===== config.mk =====
export PLATFORM = sky130hd
export DESIGN_NAME = iee_queue
export DESIGN_NICKNAME = d
export VERILOG_FILES = /design/src/sv/iee_pkg.sv /design/src/sv/iee_queue.sv
export SDC_FILE = /design/constraint.sdc
export NUM_CORES = 1
export LEC_CHECK = 0
export ABC_AREA = 1
export BUFFER_PORTS_ARGS = -buffer_cell sky130_fd_sc_hd__buf_4
export CAP_MARGIN = 20
export CORE_UTILIZATION = 25
export CTS_BUF_LIST = sky130_fd_sc_hd__clkbuf_4 sky130_fd_sc_hd__clkbuf_8
export CTS_CLUSTER_DIAMETER = 50
export CTS_CLUSTER_SIZE = 40
export DETAILED_ROUTE_END_ITERATION = 8
export GPL_TIMING_DRIVEN = 0
export PLACE_DENSITY_LB_ADDON = 0.05
export SYNTH_ARGS = -nofsm -noshare
export SYNTH_HDL_FRONTEND = slang
export SYNTH_SLANG_ARGS = --single-unit

===== constraint.sdc =====
create_clock -name clk_i -period 11.5 [get_ports clk_i]
set_clock_uncertainty 0.1 [all_clocks]
set_input_delay 1.15 -clock clk_i [delete_from_list [all_inputs] [get_ports clk_i]]
set_output_delay 1.15 -clock clk_i [all_outputs]
set_load 0.02 [all_outputs]

===== src/sv/iee_pkg.sv =====
// shared types and constants of the ising energy evaluator
package iee_pkg;

  // field widths
  localparam int OPCODE_W     = 1;
  localparam int IDX_FIELD_W  = 6;
  localparam int COUPLING_W   = 16;
  localparam int SPIN_W       = 64;
  localparam int SPIN_IDX_W   = 6;
  localparam int ENERGY_W     = 27;
  localparam int NUM_SPINS_W  = 7;

  // operation codes
  localparam logic [OPCODE_W-1:0] OP_WRITE = 1'b0;
  localparam logic [OPCODE_W-1:0] OP_EVAL  = 1'b1;

  // configuration port
  localparam int APB_ADDR_W = 3;
  localparam int APB_DATA_W = 32;
  localparam int REG_IDX_W  = APB_ADDR_W - 2;
  localparam logic [REG_IDX_W-1:0]   REG_NUM_SPINS   = 1'b0;
  localparam logic [NUM_SPINS_W-1:0] NUM_SPINS_RESET = 7'd64;

  // queue between front and back
  localparam int QUEUE_DEPTH = 2;
  localparam int QPTR_W      = 1;

  // item as it travels through the queue
  typedef struct packed {
    logic                          is_eval;
    logic [IDX_FIELD_W-1:0]        row;
    logic [IDX_FIELD_W-1:0]        col;
    logic signed [COUPLING_W-1:0]  value;
    logic [SPIN_W-1:0]             spins;
  } iee_item_t;

  // status from back to front
  typedef struct packed {
    logic clearing;
  } iee_back_status_t;

  // back end sequencer
  typedef enum logic [2:0] {
    ST_CLEAR,
    ST_IDLE,
    ST_EVAL,
    ST_DRAIN,
    ST_DONE
  } iee_state_e;

endpackage


===== src/sv/iee_queue.sv =====
// two-entry queue between front end and back end
module iee_queue (
  input  logic               clk_i,
  input  logic               rst_ni,
  input  logic               push_valid_i,
  input  iee_pkg::iee_item_t push_item_i,
  output logic               push_ready_o,
  output logic               pop_valid_o,
  output iee_pkg::iee_item_t pop_item_o,
  input  logic               pop_ready_i
);
  import iee_pkg::*;

  iee_item_t         entries_q [QUEUE_DEPTH];
  logic [QPTR_W-1:0] wr_ptr_q, wr_ptr_d;
  logic [QPTR_W-1:0] rd_ptr_q, rd_ptr_d;
  logic [QPTR_W:0]   count_q, count_d;
  logic              push, pop;

  assign push_ready_o = (count_q != (QPTR_W+1)'(QUEUE_DEPTH));
  assign pop_valid_o  = (count_q != '0);
  assign pop_item_o   = entries_q[rd_ptr_q];

  assign push = push_valid_i && push_ready_o;
  assign pop  = pop_valid_o && pop_ready_i;

  // pointer and fill bookkeeping
  always_comb begin
    wr_ptr_d = push ? wr_ptr_q + 1'b1 : wr_ptr_q;
    rd_ptr_d = pop ? rd_ptr_q + 1'b1 : rd_ptr_q;
    count_d  = count_q;
    if (push && !pop) begin
      count_d = count_q + 1'b1;
    end else if (pop && !push) begin
      count_d = count_q - 1'b1;
    end
  end

  always_ff @(posedge clk_i or negedge rst_ni) begin
    if (!rst_ni) begin
      wr_ptr_q <= '0;
      rd_ptr_q <= '0;
      count_q  <= '0;
    end else begin
      wr_ptr_q <= wr_ptr_d;
      rd_ptr_q <= rd_ptr_d;
      count_q  <= count_d;
    end
  end

  // entry storage
  always_ff @(posedge clk_i) begin
    if (push) begin
      entries_q[wr_ptr_q] <= push_item_i;
    end
  end

endmodule


; ---- Yosys cells after proc, flatten, opt, wreduce, memory -nomap -nowiden
; Memory sizes are Yosys's and may differ from the RTL's.
; Index checks and enable logic that the tools add are counted.
[classes]
n_addsub = 4
n_eq_ne = 1
mux = 4
reduce_logical = 8
[ops]
columns = cell, count
row1 = $logic_and A1 B1 Y1, 4
row2 = $mux W2, 2
row3 = $reduce_bool A2 Y1, 2
row4 = $add A1 B1 Y1 const B, 2
row5 = $add A2 B1 Y2 const B, 1
row6 = $logic_not A1 Y1, 2
row7 = $mux W1, 2
row8 = $ne A2 B2 Y1 const B, 1
row9 = $sub A2 B1 Y2 const B, 1
[totals]
regBits = 4
ramBits = 186
inputBits = 97
memories = 1
[mem_list]
columns = name, words, width, rd, rd_clocked_by_memory_dff, write_ports, line
row1 = entries_q, 2, 93, 1, 0, 1, iee_queue.sv:14  ; iee_item_t entries_q [QUEUE_DEPTH];

; ---- Depth between registers and ports, before layout
; Gate-level depths: netlist (run 1).
[logic_depth]
word_depth = 6
depth_mapped = 10
mapped_depth_nobuf = 10

; ---- Least setup slack after synthesis (run 1)
; Ideal clock, no wire load.
[synth_timing]
kind = input-to-reg
from = in push_valid_i
to = mem entries_q[0][0] (netlist bit) (enable)
setup_ns = 0.546
arrival_time_ns = 5.140
t_required_ns = 10.854
path_slack_ns = 5.715
stages = 2
n_path_buf = 0
cell_sequence = nand2_1 > nor2_1
[synth_via]
elab_chain_cells = 3
[synth_lines]
columns = item, line
row1 = from (decl), iee_queue.sv:5  ; input logic push_valid_i,
row2 = $logic_and A1 B1 Y1, iee_queue.sv:24  ; assign push = push_valid_i && push_ready_o;
row3 = $mux W1, iee_queue.sv:53  ; if (push) begin
row4 = $mux W1 (implied by the code), iee_queue.sv:54  ; entries_q[wr_ptr_q] <= push_item_i;
row5 = to (decl), iee_queue.sv:14
; No other way between the ends.

==> results of run 1 <==
-- cell usage in the layout (no fill, tap or decap) --
master and instances:
buf_12 5, buf_16 2, buf_2 13, buf_4 191
buf_6 8, clkbuf_8 17, clkinv_1 2, clkinv_2 1
clkinv_4 6, dfrtp_1 4, edfxtp_1 186, ha_1 1
inv_1 6, inv_2 1, inv_6 2, inv_8 4
nand2_1 289, nand3_1 2, nand4_1 1, nor2_4 2
xnor2_1 1, xor2_1 1
-- worst reg2reg max path, cell delays in order, from the launching register on --
cell and delay [ns]:
dfrtp_1 0.39, inv_1 0.08, nand2_1 0.09, nand2_1 0.18, nor2_4 0.68, buf_12 0.30, buf_12 0.21
-- cell usage after synthesis --
cell | n | area [um^2]
xnor2_1 | 1 | 8.76
inv_2 | 1 | 3.75
nand4_1 | 1 | 6.26
dfrtp_1 | 4 | 100
nand3_1 | 2 | 10.0
buf_6 | 8 | 90.1
inv_1 | 6 | 22.5
edfxtp_1 | 186 | 5590
buf_2 | 13 | 65.1
xor2_1 | 1 | 8.76
nor2_1 | 2 | 7.51
ha_1 | 1 | 12.5
nand2_1 | 289 | 1080
-- cell type report --
class | count | area share, %
plain buffers | 21 | 1.64
clock inverters | 15 | 1.35
multi-input cells | 297 | 12.2
clock buffers | 17 | 2.48
repair buffers | 198 | 16.8
flip-flops and latches | 190 | 60.2
inverters | 7 | 0.278
well taps | 372 | 4.93
-- registers in the layout, summed over array words and instances, names as in the netlist --
| register | flops |
|---|---|
| count_q | 2 |
| entries_q | 186 |
| rd_ptr_q | 1 |
| wr_ptr_q | 1 |
-- final timing paths --
path / start / endpoint / slack (ns) / cells past startpoint
setup reg to reg: count_q[0]$_DFFE_PN0P_ / entries_q[1][22]$_DFFE_PP_ / 9.17 / 6
setup / recovery: rd_ptr_q$_DFFE_PN0P_ / pop_item_o[26] / 8.58 / 7
hold reg to reg: count_q[0]$_DFFE_PN0P_ / count_q[0]$_DFFE_PN0P_ / 0.41 / 1
max in group asynchronous: rst_ni / wr_ptr_q$_DFFE_PN0P_ / 10.81 / 1
min in group clk_i: count_q[0]$_DFFE_PN0P_ / count_q[0]$_DFFE_PN0P_ / 0.41 / 1
hold / removal: rst_ni / count_q[0]$_DFFE_PN0P_ / 0.39 / 1
-- power by group through the flow --
stage               combinational [mW]  sequential [mW]  clock (mW)
detailed placement                1.09            0.994           0
global placement                  1.03             1.04           0
floorplan                        0.576             1.01           0
finish                            1.05            0.976       0.413
global route                      1.16            0.990       0.463
CTS                               1.09            0.977       0.440
-- cells by family after synthesis --
logic type    Yosys count  share of synthesized area (%)
simple gates          294                           15.8
flops                 190                           81.2
buf+inv                28                           2.59
xor+xnor                2                          0.250
fa+ha+maj               1                          0.179
-- through the flow --
stage | worst slack [ns] | power, mW | cell area (um^2) | std cells
2_1_floorplan | 5.71 | 1.59 | 7010 | 515
3_3_place_gp | 2.64 | 2.07 | 8900 | 1078
3_5_place_dp | 8.42 | 2.08 | 9070 | 1085
4_1_cts | 8.47 | 2.51 | 9440 | 1117
5_1_grt | 8.39 | 2.61 | 9440 | 1117
6_report | 8.58 | 2.44 | 9440 | 1117
-- routing by layer --
layer	vias up	global-route usage [%]	wire length [um]
li1	2166	-	-
met3	6	3.43	845
met5	-	0	0
met1	2133	14.1	7170
met4	0	3.53	149
met2	104	20.4	8390
==> results.sh, run 1 <==
export IMPL_drv_slew=0
export IMPL_setup_worst_path_end_class="primary output"
export IMPL_io_pins=192
export IMPL_num_vias=4409
export IMPL_synth_warnings=0
export IMPL_regArea_um2=5690
export IMPL_grt_util_all_layers_pct=11.8
export IMPL_yosysSeqAreaShare_pct=81.2
export IMPL_synth_area_um2=7010
export IMPL_cts_hold_buf=0
export IMPL_dieArea_um2=28700
export IMPL_status="completed"
export IMPL_path_delay_family="buffers and inverters"
export IMPL_slowest_stage="dfrtp_1"
export IMPL_crit_arrival_ns=1.67
export IMPL_fin_util_pct=34.6
export IMPL_syn_area_per_cell_um2=13.6
export IMPL_die_y_um=169
export IMPL_min_path_type="in -> async"
export IMPL_grt_max_degree=29
export IMPL_max_freq_mhz=342
export IMPL_cts_max_level=4
export IMPL_crit_required_ns=10.25
export IMPL_final_nets=830
export IMPL_io_buffer_count=191
export IMPL_cts_root_buf="clkbuf_8"
export IMPL_drc=0
export IMPL_maxCapViolations=0
export IMPL_ir_drop_mv=0.0816
export IMPL_setup_tns_ns=0
export IMPL_p_switching_uw=949
export IMPL_crit_buf_inv=5
export IMPL_first_global_vias=4465
export IMPL_antenna_found_initial=0
export IMPL_routed_wl_um=16500
export IMPL_ant_nets=0
export IMPL_grt_ovfl_total=0
export IMPL_holdWs_ns=0.389
export IMPL_die_width_um=169
export IMPL_hold_violations=0
export IMPL_clock_latency_ns=0.44
export IMPL_path_cells="buf_2, inv_2, buf_6, buf_6, nand2_1, nand2_1, buf_4"
export IMPL_tightest_slew_ns=0.820
export IMPL_layout_drive_gt1_share_pct=33.8
export IMPL_internal_power_mw=1.49
export IMPL_rows=60
export IMPL_drt_iter0_drc=181
export IMPL_post_cts_buffers=0
export IMPL_rsz0062_at_grt="false"
export IMPL_synth_cell_types=13
export IMPL_crit_type="reg -> out"
export IMPL_pwr_share_seq_pct=40.0
export IMPL_hpwl_um=11300
export IMPL_syn_num_nets=613
export IMPL_setup_viol=0
export IMPL_nFillCells=2733
export IMPL_cts_resized=0
export IMPL_core_region_area_um2=27300
export IMPL_cts_tree="yes"
export IMPL_fin_crit_ns=2.92
export IMPL_pwr_share_comb_pct=43.1
export IMPL_power_leakage_nw=3.96
export IMPL_cts_made_buffers=17
export IMPL_gp_congestion=0.733
export IMPL_swShare_pct=38.9
export IMPL_power_per_cell_area_nw_per_um2=259
export IMPL_syn_inst=515
export IMPL_synthToLayoutAreaGrowth_pct=34.7
export IMPL_clock_power_share_pct=16.9
export IMPL_clk_path_buf_depth=2
export IMPL_wire_per_inst_um=14.8
export IMPL_cts_sinks=190
export IMPL_multi_input_area_um2=1150
export IMPL_initial_core_util_pct=25.7
export IMPL_dr_pass1_iters=4
export IMPL_viasPerCell=3.95
export IMPL_diodes=0
export IMPL_clk_pin_slew_ns=0.09
export IMPL_path_max_fanout=10
export IMPL_max_stage_delay_ns=0.36
export IMPL_cp_start_kind="flip-flop"
export IMPL_worst_slew_margin_rel_pct=45.2
export IMPL_ys_ff_latch=190
export IMPL_grt_pass1_wl_um=25100
export IMPL_fin_crit_sh_pct=25.4
No activity file was read; power rests on OpenSTA's default activity.
==> inputs of run 2 (changes only) <==
==> constraint.sdc (replaced) <==
create_clock -name clk_i -period 2.9 [get_ports clk_i]
set_clock_uncertainty 0.1 [all_clocks]
set_input_delay 0.29 -clock clk_i [delete_from_list [all_inputs] [get_ports clk_i]]
set_output_delay 0.29 -clock clk_i [all_outputs]
set_load 0.02 [all_outputs]
==> run 2 against run 1 <==
Utilization increased by 3.4 points; register-to-register slack lost 8.7 ns; final cell count increased by 8.4%; critical endpoint is now entries_q[1][74]$_DFFE_PP_; critical path type is now reg -> reg; sequential share of layout area down 5.4 points; flip-flop and latch count stayed put; critical path depth shrank 1.
==> results.sh, run 2 (synthesis results as in run 1) <==
export IMPL_cts_tree="yes"
export IMPL_routed_wl_um=17100
export IMPL_viasPerCell=3.95
export IMPL_grt_util_all_layers_pct=12.2
export IMPL_hold_violations=0
export IMPL_path_delay_family="simple AND/OR/NAND/NOR gates"
export IMPL_ant_nets=0
export IMPL_largest_reg_flops=186
export IMPL_num_vias=4784
export IMPL_min_path_type="in -> async"
export IMPL_rsz0062_at_grt="false"
export IMPL_slowest_stage="nor2_4"
export IMPL_cts_hold_buf=95
export IMPL_dieArea_um2=28700
export IMPL_wl_met2_um=8450
export IMPL_pwr_share_seq_pct=39.5
export IMPL_die_width_um=169
export IMPL_max_stage_delay_ns=0.79
export IMPL_worst_r2r_endpoint="entries_q[1][74]$_DFFE_PP_"
export IMPL_fin_crit_sh_pct=84.8
export IMPL_power_per_cell_area_nw_per_um2=946
export IMPL_drc=0
export IMPL_die_y_um=169
export IMPL_layout_common_cells="nand2_1 (289), buf_4 (191), edfxtp_1 (186), dlygate4sd3_1 (95), clkbuf_8 (17)"
export IMPL_reg_largest_list="entries_q x186, count_q x2"
export IMPL_setup_worst_path_end_class="flip-flop"
export IMPL_p_switching_mw=3.82
export IMPL_holdWs_ns=0.0785
export IMPL_gp_congestion=0.719
export IMPL_crit_cells=6
export IMPL_cts_max_level=4
export IMPL_maxCapViolations=0
export IMPL_cp_start_kind="flip-flop"
export IMPL_final_nets=924
export IMPL_path_max_fanout=27
export IMPL_clk_path_buf_depth=2
export IMPL_first_global_vias=4851
export IMPL_clock_latency_ns=0.45
export IMPL_final_common_cell="nand2_1"
export IMPL_clk_pin_slew_ns=0.10
export IMPL_antenna_found_initial=0
export IMPL_setup_tns_ns=0
export IMPL_cts_sinks=190
export IMPL_layout_drive_gt1_share_pct=29.9
export IMPL_regMostFlops="entries_q"
export IMPL_swShare_pct=39.0
export IMPL_fin_crit_ns=2.46
export IMPL_grt_max_degree=28
export IMPL_rr_worst_depth=6
export IMPL_timing_critical_path_mode_cell="nand2_1"
export IMPL_wl_met3_um=969
export IMPL_crit_required_ns=2.96
export IMPL_ir_drop_mv=0.354
export IMPL_drv_slew=0
export IMPL_crit_buf_inv=3
export IMPL_hpwl_um=11300
export IMPL_r2r_start="count_q[0]$_DFFE_PN0P_"
export IMPL_cts_made_buffers=17
export IMPL_synthToLayoutAreaGrowth_pct=48.0
export IMPL_initial_core_util_pct=25.7
export IMPL_core_region_area_um2=27300
export IMPL_drt_iter0_drc=217
export IMPL_power_leakage_nw=4.35
export IMPL_grt_pass1_wl_um=26100
export IMPL_highest_layer="met4"
export IMPL_cts_resized=0
export IMPL_crit_type="reg -> reg"
export IMPL_cts_root_buf="clkbuf_8"
export IMPL_grt_ovfl_total=0
export IMPL_setup_viol=0
export IMPL_diodes=0
export IMPL_internal_power_mw=5.98
export IMPL_dr_pass1_iters=4
export IMPL_io_pins=192
export IMPL_rows=60
export IMPL_io_buffer_count=191
export IMPL_max_freq_mhz=406
export IMPL_worst_slew_margin_rel_pct=35.1
export IMPL_status="completed"
export IMPL_path_cells="inv_1, nand2_1, nand2_1, nor2_4, buf_12, buf_16"
export IMPL_tightest_slew_ns=0.971
export IMPL_crit_arrival_ns=2.52
export IMPL_wire_per_inst_um=14.2
export IMPL_post_cts_buffers=0
export IMPL_clock_power_share_pct=16.7
export IMPL_wl_met1_um=7580
export IMPL_rrSetupSlack_ns=0.44
export IMPL_pwr_share_comb_pct=43.8
## run 2: cell count changes in the layout (fill, tap and decap cells not counted)
cell           delta
dlygate4sd3_1    +95
buf_12            -1
clkinv_4          -1
clkinvlp_4        +1
## run 2: stage by stage
step | worst slack [ns] | power [mW] | area (um^2) | instances | utilization (%)
CTS | 0.367 | 10.0 | 10400 | 1211 | 38.0
detailed placement | 0.388 | 8.25 | 9050 | 1084 | 33.2
floorplan | -0.836 | 6.26 | 7010 | 515 | -
global placement | -2.56 | 8.14 | 8910 | 1078 | 32.7
global route | 0.237 | 10.5 | 10400 | 1211 | 38.0
finish | 0.440 | 9.80 | 10400 | 1211 | 38.0
## run 2: power by group through the flow
stage               Sequential, mW  Combinational [mW]  Clock (mW)
floorplan                     3.96                2.29           0
global placement              4.03                4.11           0
detailed placement            3.94                4.30           0
CTS                           3.88                4.42        1.72
global route                  3.93                4.72        1.81
finish                        3.88                4.30        1.63
## run 2: final cells by class
class	count	area (um^2)
Multi-Input combinational cell	297	1150
Clock inverter	15	126
Clock buffer	17	234
Fill cell	2722	16900
Buffer	21	155
Tap cell	372	465
Timing Repair Buffer	292	2520
Sequential cell	190	5690
Inverter	7	26.3
## run 2: how the worst max path moves through the flow
stage | startpoint | end | slack, ns
floorplan | count_q[0]$_DFFE_PN0P_ | entries_q[0][0]$_DFFE_PP_ | -0.84
global placement | count_q[0]$_DFFE_PN0P_ | entries_q[0][64]$_DFFE_PP_ | -2.56
detailed placement | count_q[0]$_DFFE_PN0P_ | entries_q[1][87]$_DFFE_PP_ | 0.39
CTS | count_q[0]$_DFFE_PN0P_ | entries_q[1][1]$_DFFE_PP_ | 0.37
global route | count_q[0]$_DFFE_PN0P_ | entries_q[1][0]$_DFFE_PP_ | 0.24
finish | count_q[0]$_DFFE_PN0P_ | entries_q[1][74]$_DFFE_PP_ | 0.44
## run 2: per-layer routing
| layer | up-vias | GRT usage (%) |
|---|---|---|
| met5 | - | 0 |
| met1 | 2300 | 14.8 |
| met3 | 8 | 3.85 |
| li1 | 2351 | - |
| met4 | 0 | 3.41 |
| met2 | 125 | 20.7 |
